[config.mk]
export PLATFORM = sky130hd
export DESIGN_NAME = tzs_dp
export DESIGN_NICKNAME = d
export VERILOG_FILES = /design/src/design/tzs_pkg.sv /design/src/design/tzs_dp.sv
export VERILOG_INCLUDE_DIRS = /design/src /design/src/design
export SDC_FILE = /design/constraint.sdc
export NUM_CORES = 1
export LEC_CHECK = 0
export ABC_AREA = 0
export BUFFER_PORTS_ARGS = -buffer_cell sky130_fd_sc_hd__buf_2
export CAP_MARGIN = 15
export CORE_ASPECT_RATIO = 1.75
export CORE_MARGIN = 5
export CORE_UTILIZATION = 45
export CTS_CLUSTER_DIAMETER = 200
export DETAILED_ROUTE_END_ITERATION = 7
export GPL_TIMING_DRIVEN = 1
export PLACE_DENSITY_LB_ADDON = 0.2
export SKIP_LAST_GASP = 1
export SLEW_MARGIN = 30
export SYNTH_ARGS = -nofsm -noshare
export SYNTH_HDL_FRONTEND = slang
export SYNTH_SLANG_ARGS = --single-unit
[constraint.sdc]
create_clock -name clk -period 4.87 [get_ports clk]
set_input_delay 0 -clock clk [delete_from_list [all_inputs] [get_ports clk]]
set_output_delay 0 -clock clk [all_outputs]
set_load 0.005 [all_outputs]
[src/design/tof_zone_sensor_model_macros.svh]
// Assertion macros used by the ranging sensor model datapath (tzs_dp).
// Needs a clk and an active-low rst_n in the module that uses them.
`ifndef TOF_ZONE_SENSOR_MODEL_MACROS_SVH
`define TOF_ZONE_SENSOR_MODEL_MACROS_SVH

// Same-cycle implication, checked while out of reset.
`define TZS_ASSERT_NOW(lbl, ante, cons, msg) \
    lbl: assert property (@(posedge clk) disable iff (!rst_n) (ante) |-> (cons)) else $error(msg);

// Next-cycle implication, checked while out of reset.
`define TZS_ASSERT_NEXT(lbl, ante, cons, msg) \
    lbl: assert property (@(posedge clk) disable iff (!rst_n) (ante) |=> (cons)) else $error(msg);

`endif

[src/design/tzs_pkg.sv]
// Types, register indexes and helper functions for the ranging sensor model.
// Used by tzs_regs, tzs_ctrl, tzs_dp and the top level; depends on nothing.
package tzs_pkg;

    localparam int unsigned PADDR_W = 5;
    localparam logic [6:0]  NO_ZONE = 7'd64;

    localparam logic [2:0] REG_FREQ  = 3'd0;
    localparam logic [2:0] REG_DELAY = 3'd1;
    localparam logic [2:0] REG_AUTO  = 3'd2;
    localparam logic [2:0] REG_STALE = 3'd3;
    localparam logic [2:0] REG_MAXD  = 3'd4;

    // Target status codes that count as a usable measurement.
    localparam logic [7:0] STAT_VALID       = 8'd5;
    localparam logic [7:0] STAT_NO_WRAP     = 8'd6;
    localparam logic [7:0] STAT_LARGE_PULSE = 8'd9;
    localparam logic [7:0] STAT_MERGED      = 8'd12;

    typedef struct packed {
        logic [31:0] now_ms;
        logic        enabled;
        logic        powered;
        logic        ack;
        logic        bus_ok;
        logic        reset_req;
        logic        ranging_on;
        logic        stall_frames;
        logic [15:0] base_dist_mm;
        logic [6:0]  injected_zone;
        logic [15:0] injected_distance_mm;
        logic [7:0]  injected_status;
    } tzs_in_t;

    typedef struct packed {
        logic        active;
        logic        ready_res;
        logic        reinit_busy;
        logic        fresh;
        logic [31:0] age_ms;
        logic [9:0]  period_ms;
        logic [6:0]  valid_zones;
        logic [15:0] nearest_mm;
        logic [15:0] frame_base_mm;
        logic [6:0]  frame_zone;
        logic [15:0] frame_zone_mm;
        logic [7:0]  frame_zone_status;
    } tzs_out_t;

    typedef struct packed {
        logic [7:0]  rate_hz;
        logic [15:0] restart_delay_ms;
        logic        auto_restart;
        logic [15:0] stale_min_ms;
        logic [15:0] max_distance_mm;
    } tzs_cfg_t;

    typedef struct packed {
        logic capture;
        logic update;
        logic report;
    } tzs_cmd_t;

    typedef enum logic [1:0] {
        ST_IDLE,
        ST_UPDATE,
        ST_REPORT,
        ST_OUT
    } tzs_state_t;

    // Frame period in ms for the requested rate, clamped to 1..15 Hz.
    function automatic logic [9:0] period_of(input logic [7:0] hz);
        logic [9:0] p;
        case (hz)
            8'd0, 8'd1: p = 10'd1000;
            8'd2:       p = 10'd500;
            8'd3:       p = 10'd333;
            8'd4:       p = 10'd250;
            8'd5:       p = 10'd200;
            8'd6:       p = 10'd166;
            8'd7:       p = 10'd142;
            8'd8:       p = 10'd125;
            8'd9:       p = 10'd111;
            8'd10:      p = 10'd100;
            8'd11:      p = 10'd90;
            8'd12:      p = 10'd83;
            8'd13:      p = 10'd76;
            8'd14:      p = 10'd71;
            default:    p = 10'd66;
        endcase
        return p;
    endfunction

    function automatic logic status_ok(input logic [7:0] s);
        return s inside {STAT_VALID, STAT_NO_WRAP, STAT_LARGE_PULSE, STAT_MERGED};
    endfunction

    function automatic logic dist_ok(input logic [15:0] d, input logic [15:0] maxd);
        return (d >= 16'd2) && (d <= maxd);
    endfunction

endpackage

[src/design/tzs_dp.sv]
// Datapath of the ranging sensor model: runtime state, held frame and the result register.
// Depends on tzs_pkg and on the assertion macros header.
`include "tof_zone_sensor_model_macros.svh"
module tzs_dp
    import tzs_pkg::*;
#(
    parameter int unsigned ZONE_COUNT = 64
)
(
    input  logic     clk,
    input  logic     rst_n,
    input  tzs_cmd_t cmd,
    input  tzs_cfg_t cfg,
    input  tzs_in_t  tick,
    output tzs_out_t report
);

    localparam logic [6:0] ZC = 7'(ZONE_COUNT);

    tzs_in_t     tick_reg;
    tzs_out_t    report_reg;
    tzs_out_t    report_next;

    logic        init_reg, init_next;
    logic        reinit_reg, reinit_next;
    logic        has_frame_reg, has_frame_next;
    logic        seen_reg, seen_next;
    logic [31:0] ready_time_reg, ready_time_next;
    logic [31:0] last_frame_reg, last_frame_next;
    logic [31:0] last_gen_reg, last_gen_next;
    logic [15:0] base_mm_reg, base_mm_next;
    logic [6:0]  zone_reg, zone_next;
    logic [15:0] zone_mm_reg, zone_mm_next;
    logic [7:0]  zone_st_reg, zone_st_next;

    logic [9:0]  period;
    logic        dev_ok, clr, start, done, gen;
    logic        i1, r1, hf1, r2, hf2, i3, r3, hf3;
    logic [31:0] rt1, lf1, lg1, rt2, lg3;
    logic [32:0] ready_sum;
    logic        ready_hit;
    logic [31:0] since_gen;

    logic [11:0] p12, thr3;
    logic [15:0] thr;
    logic [31:0] age;
    logic        inj, base_ok, inj_ok;
    logic [6:0]  base_n;

    assign period    = period_of(cfg.rate_hz);
    assign dev_ok    = tick_reg.powered && tick_reg.ack && tick_reg.bus_ok;
    assign ready_sum = {1'b0, tick_reg.now_ms} + {17'd0, cfg.restart_delay_ms};
    assign since_gen = tick_reg.now_ms - last_gen_reg;

    // The update runs the sensor's steps in order; a ready time set in this same update
    // is reached at once only when the delay is zero or the sum wrapped past zero.
    always_comb
    begin
        clr   = !tick_reg.powered || (tick_reg.reset_req && !seen_reg)
              || (!dev_ok && (init_reg || reinit_reg));
        i1    = clr ? 1'b0  : init_reg;
        r1    = clr ? 1'b0  : reinit_reg;
        hf1   = clr ? 1'b0  : has_frame_reg;
        rt1   = clr ? 32'd0 : ready_time_reg;
        lf1   = clr ? 32'd0 : last_frame_reg;
        lg1   = clr ? 32'd0 : last_gen_reg;

        start = !i1 && !r1 && cfg.auto_restart && dev_ok;
        r2    = r1 || start;
        hf2   = start ? 1'b0 : hf1;
        rt2   = start ? ready_sum[31:0] : rt1;
        ready_hit = start ? ((cfg.restart_delay_ms == 16'd0) || ready_sum[32])
                          : (tick_reg.now_ms >= rt1);

        done  = r2 && dev_ok && ready_hit;
        r3    = r2 && !done;
        i3    = i1 || done;
        hf3   = done ? 1'b0 : hf2;
        lg3   = done ? tick_reg.now_ms : lg1;

        // With a frame already held, nothing was cleared this update, so the old
        // generation time is the one to measure from.
        gen   = i3 && dev_ok && tick_reg.ranging_on && !tick_reg.stall_frames
              && (!hf3 || (since_gen >= {22'd0, period}));

        init_next       = init_reg;
        reinit_next     = reinit_reg;
        has_frame_next  = has_frame_reg;
        seen_next       = seen_reg;
        ready_time_next = ready_time_reg;
        last_frame_next = last_frame_reg;
        last_gen_next   = last_gen_reg;
        base_mm_next    = base_mm_reg;
        zone_next       = zone_reg;
        zone_mm_next    = zone_mm_reg;
        zone_st_next    = zone_st_reg;

        if (cmd.update)
        begin
            if (!tick_reg.enabled)
            begin
                init_next       = 1'b0;
                reinit_next     = 1'b0;
                has_frame_next  = 1'b0;
                seen_next       = 1'b0;
                ready_time_next = 32'd0;
                last_frame_next = 32'd0;
                last_gen_next   = 32'd0;
            end
            else
            begin
                seen_next       = tick_reg.reset_req;
                init_next       = i3;
                reinit_next     = r3;
                has_frame_next  = hf3 || gen;
                ready_time_next = rt2;
                last_frame_next = gen ? tick_reg.now_ms : lf1;
                last_gen_next   = gen ? tick_reg.now_ms : lg3;
                if (gen)
                begin
                    base_mm_next = tick_reg.base_dist_mm;
                    if (tick_reg.injected_zone < ZC)
                    begin
                        zone_next    = tick_reg.injected_zone;
                        zone_mm_next = tick_reg.injected_distance_mm;
                        zone_st_next = tick_reg.injected_status;
                    end
                    else
                    begin
                        zone_next    = NO_ZONE;
                        zone_mm_next = 16'd0;
                        zone_st_next = 8'd0;
                    end
                end
            end
        end
    end

    // Every non-injected zone shares one distance and status 5, so the count is closed form.
    always_comb
    begin
        p12     = {2'b00, period};
        thr3    = p12 + {p12[10:0], 1'b0};
        thr     = (cfg.stale_min_ms > {4'd0, thr3}) ? cfg.stale_min_ms : {4'd0, thr3};
        age     = has_frame_reg ? (tick_reg.now_ms - last_frame_reg) : 32'hFFFF_FFFF;
        inj     = zone_reg < ZC;
        base_n  = inj ? (ZC - 7'd1) : ZC;
        base_ok = has_frame_reg && dist_ok(base_mm_reg, cfg.max_distance_mm);
        inj_ok  = has_frame_reg && inj && status_ok(zone_st_reg)
                  && dist_ok(zone_mm_reg, cfg.max_distance_mm);

        report_next = report_reg;
        if (cmd.report)
        begin
            report_next.period_ms = period;
            if (!tick_reg.enabled)
            begin
                report_next.active            = 1'b0;
                report_next.ready_res         = 1'b1;
                report_next.reinit_busy       = 1'b0;
                report_next.fresh             = 1'b1;
                report_next.age_ms            = 32'hFFFF_FFFF;
                report_next.valid_zones       = ZC;
                report_next.nearest_mm        = tick_reg.base_dist_mm;
                report_next.frame_base_mm     = tick_reg.base_dist_mm;
                report_next.frame_zone        = NO_ZONE;
                report_next.frame_zone_mm     = 16'd0;
                report_next.frame_zone_status = 8'd0;
            end
            else
            begin
                report_next.active            = 1'b1;
                report_next.ready_res         = init_reg;
                report_next.reinit_busy       = reinit_reg;
                report_next.fresh             = has_frame_reg && (age <= {16'd0, thr});
                report_next.age_ms            = age;
                report_next.valid_zones       = (base_ok ? base_n : 7'd0) + {6'd0, inj_ok};
                if (base_ok && inj_ok)
                begin
                    report_next.nearest_mm = (zone_mm_reg < base_mm_reg) ? zone_mm_reg
                                                                         : base_mm_reg;
                end
                else if (base_ok)
                begin
                    report_next.nearest_mm = base_mm_reg;
                end
                else if (inj_ok)
                begin
                    report_next.nearest_mm = zone_mm_reg;
                end
                else
                begin
                    report_next.nearest_mm = 16'd0;
                end
                report_next.frame_base_mm     = base_mm_reg;
                report_next.frame_zone        = zone_reg;
                report_next.frame_zone_mm     = zone_mm_reg;
                report_next.frame_zone_status = zone_st_reg;
            end
        end
    end

    assign report = report_reg;

    always_ff @(posedge clk)
    begin
        if (cmd.capture)
        begin
            tick_reg <= tick;
        end
        report_reg <= report_next;
    end

    always_ff @(posedge clk or negedge rst_n)
    begin
        if (!rst_n)
        begin
            init_reg       <= 1'b0;
            reinit_reg     <= 1'b0;
            has_frame_reg  <= 1'b0;
            seen_reg       <= 1'b0;
            ready_time_reg <= 32'd0;
            last_frame_reg <= 32'd0;
            last_gen_reg   <= 32'd0;
            base_mm_reg    <= 16'd0;
            zone_reg       <= NO_ZONE;
            zone_mm_reg    <= 16'd0;
            zone_st_reg    <= 8'd0;
        end
        else
        begin
            init_reg       <= init_next;
            reinit_reg     <= reinit_next;
            has_frame_reg  <= has_frame_next;
            seen_reg       <= seen_next;
            ready_time_reg <= ready_time_next;
            last_frame_reg <= last_frame_next;
            last_gen_reg   <= last_gen_next;
            base_mm_reg    <= base_mm_next;
            zone_reg       <= zone_next;
            zone_mm_reg    <= zone_mm_next;
            zone_st_reg    <= zone_st_next;
        end
    end

    `TZS_ASSERT_NOW(a_state_exclusive, init_reg, !reinit_reg, "initialized and reinitializing together")
    `TZS_ASSERT_NOW(a_frame_needs_init, has_frame_reg, init_reg, "frame held while not initialized")
    `TZS_ASSERT_NOW(a_zone_range, 1'b1, zone_reg <= NO_ZONE, "held zone beyond the no-zone code")
    `TZS_ASSERT_NEXT(a_update_quiet, !cmd.update, $stable(init_reg) && $stable(has_frame_reg), "runtime state moved outside an update")

endmodule

==> run_results.csv <==
group,metric,value,unit
clock_network,cts_sinks,345,
drt,num_vias,19600,
final_layout,postLayoutCellArea,28000,µm²
global_route,grt_pass1_wl,111000,µm
pwr,vdd_drop_max,251,µV
pwr,power_leakage,12.1,nW
drt,wl_per_cell,21.7,µm
critical_path,reg2reg_setup_slack,0.18,ns
drt,routed_via_density,5.77,
synthesis,synthCells,2241,
clock_network,root_buffer,"clkbuf_16",
synthesis,synth_top_area_cell,"edfxtp_1",
synthesis,synth_commonest_cells,"ha_1, nand2_1, edfxtp_1",
critical_path,cp_slowest_stage_delay,0.55,ns
die,rows,108,
timing,tightest_slew,0.901,ns
global_route,grtUsageTotal,26.2,%
critical_path,crit_fanout,5,
die,die_y,306,µm
placement,portBuffers,263,
placement,dp_hpwl,57100,µm
timing,slew_headroom,39.7,%
clock_network,clk_latency,0.56,ns
final_layout,fin_nets,3067,
drt,drtAntennaViolNets,0,
final_layout,layout-drive-gt1-share,21.8,%
synthesis,seq_area_frac_synth,42.8,%
critical_path,critical-path-slowest-cell,"or4_4",
die,io_pins,264,
drt,finalWirelength,73700,µm
timing,hold_violations,0,
status,status,"complete, but fails checks",
die,dieArea,54700,µm²
critical_path,r2r-start,"tick_reg[54]",
synthesis,synth_most_common_cell,"ha_1",
global_route,grt_pass1_vias,20100,
global_route,grt_overflow,0,
worst_hold_path,min_delay_path_depth,4,
critical_path,critPathKind,"primary input to flop",
synthesis,netlist_area,22500,µm²
clock_network,cts_max_level,2,
status,failed_checks,"negative setup slack",
die,start_util,45.3,%
clock_network,cts_tree,"done",
synthesis,synth.top_cell.area_share,26.5,%
placement,place_ws,-1.13,ns
critical_path,worstPathRequired,5.27,ns
timing,setup_slack,-0.266,ns
synthesis,synth_area_leaders,"edfxtp_1, dfrtp_1, ha_1",
die,core_area,49600,µm²
timing,slew_viol_final,0,
final_layout,postLayoutCoreUtil,56.5,%
pwr,p_per_area,274,nW/µm²
timing,clock.fmax,0.195,GHz
synthesis,synth.net_count,2606,
die,fp.dieW,179,µm
synthesis,ys.flop_type,"edfxtp_1",
global_route,grt_max_degree,64,
synthesis,synth_enable_flop_cells,198,
synthesis,synth_area_per_cell,10.0,µm²
final_layout,syn_to_final_growth,24.8,%
timing,final-setup-viol-count,1,
drt,drc_errors,0,
synthesis,ys_ff_latch,345,
global_route,antenna_found_initial,1,
timing,finalClockSkew,0.0230,ns
critical_path,r2r_cells,21,
synthesis,ys_warn_count,0,
critical_path,r2r_end,"zone_st_reg[0]",
critical_path,start_kind,"primary input",
worst_hold_path,min-delay-start,"cfg[36]",
worst_hold_path,hp-class,"primary input to flop",
worst_hold_path,min_to,"ready_time_reg[4]",
clock_network,clk_pin_slew,0.07,ns
flow_run,cap_violations,0,
drt,drtIter0Drc,1231,
placement,gp_routability_congestion,0.934,
timing,post-route-period-util,105,%
critical_path,worstSetupEndpointType,"flop",
placement,dpl_cell_area,25600,µm²
synthesis,ys_types,87,
synthesis,synth-async-reset-ratio,42.6,%
timing,period_needed,5.14,ns
clock_network,numCtsBuffers,37,
drt,first_pass_iters,6,
clock_network,cts_max_path_buffers,3,
critical_path,critPathArrivalTime,5.54,ns
timing,rsz0062_at_grt,"yes",
final_layout,largest_register_ffs,112,
==> per-layer routing <==
layer	track usage [%]	part of all wire, %	vias to the layer above
met4	13.8	6.1	0
met5	0	0	-
met1	26.6	35	9462
met2	50.8	55	638
li1	-	-	9239
met3	2.98	4.4	219
==> power breakdown <==
part | total [W] | switching [W] | internal [W] | leakage [nW]
Combinational | 0.00145 | 0.000850 | 0.000598 | 7.67
Clock | 0.00294 | 0.00123 | 0.00171 | 0.602
Sequential | 0.00328 | 0.0000662 | 0.00322 | 3.82
Total | 0.00767 | 0.00215 | 0.00552 | 12.1
==> cell usage in the layout, fill, tap and decap left out, drive strengths merged, types with 15 or more instances in the layout <==
cell type and instances:
buf 434, ha 213, nand2 199, edfxtp 198, inv 182, dfrtp 146, o21ai 112, a21oi 109
dlygate4sd3 95, nor2 73, nand4 57, nand3 57, clkbuf 57, a21o 50, nor2b 48, nand2b 47
xnor2 47, and2 44, mux2 42, a32o 34, o22ai 33, a31o 32, o21a 28, nor3 28
and3 27, mux2i 26, nor4 24, or3 23, xor2 23, o221ai 21, o211ai 17, a211oi 15
==> area by class of cell <==
| type | count | area, µm² |
|---|---|---|
| fillers | 4408 | 21600 |
| repair buffers | 529 | 3680 |
| multi-input cells | 1608 | 12000 |
| clock inverters | 11 | 165 |
| diodes | 1 | 2.50 |
| clock buffers | 57 | 1080 |
| flip-flops and latches | 345 | 9630 |
| inverters | 181 | 692 |
| well taps | 660 | 826 |
==> cell families (layout without fill, tap and decap cells) <==
| family | after synthesis | after routing | synth area share, % |
|---|---|---|---|
| AND/OR/NAND/NOR | 677 | 677 | 15.8 |
| buffers and inverters | 288 | 778 | 5.15 |
| XOR/XNOR | 70 | 70 | 2.73 |
| adder cells (fa/ha/maj) | 217 | 217 | 12.2 |
| other | 0 | 1 | 0 |
| flip-flops | 345 | 345 | 42.8 |
| multiplexers | 68 | 68 | 3.26 |
| AO/OA/AOI/OAI | 576 | 576 | 18.0 |
==> worst max path at each step <==
| stage | start | cells after the start | slack [ns] | endpoint |
|---|---|---|---|---|
| 6_report | cfg[54] | 31 | -0.27 | report[112] |
| 3_5_place_dp | cfg[49] | 36 | -1.13 | report[112] |
| 3_3_place_gp | cfg[49] | 36 | -1.05 | report[112] |
| 5_1_grt | cfg[54] | 31 | -0.59 | report[112] |
| 2_1_floorplan | cfg[54] | 31 | -0.51 | report[112] |
| 4_1_cts | cfg[49] | 36 | -0.34 | report[112] |
==> metrics by stage <==
step	setup TNS, ns	std cells	hold slack (ns)	power (W)
floorplan	-0.515	2241	-0.296	0.00410
global placement	-8.59	3212	0.176	0.00467
detailed placement	-2.57	3213	-0.0207	0.00470
CTS	-0.337	3381	0.0304	0.00772
global route	-0.875	3392	0.0800	0.00800
finish	-0.266	3392	0.0380	0.00767
==> repair_timing <==
action / 4_1_cts / 5_1_grt
cloned: 1 / 0
setup buffers: 3 / 10
gates resized for setup: 18 / 14
endpoints found under the hold margin: 250 / 0
hold buffers: 96 / 0
pin swaps: 19 / 22
endpoints found under the setup margin: 77 / 112
==> worst max-delay path: cells and delay by family <==
family	cells	cell delay (ns)
AO/OA/AOI/OAI	12	1.91
AND/OR/NAND/NOR	9	1.76
adder cells (fa/ha/maj)	4	1.04
buffers and inverters	5	0.50
multiplexers	1	0.31
(Power assumes the default switching activity.)
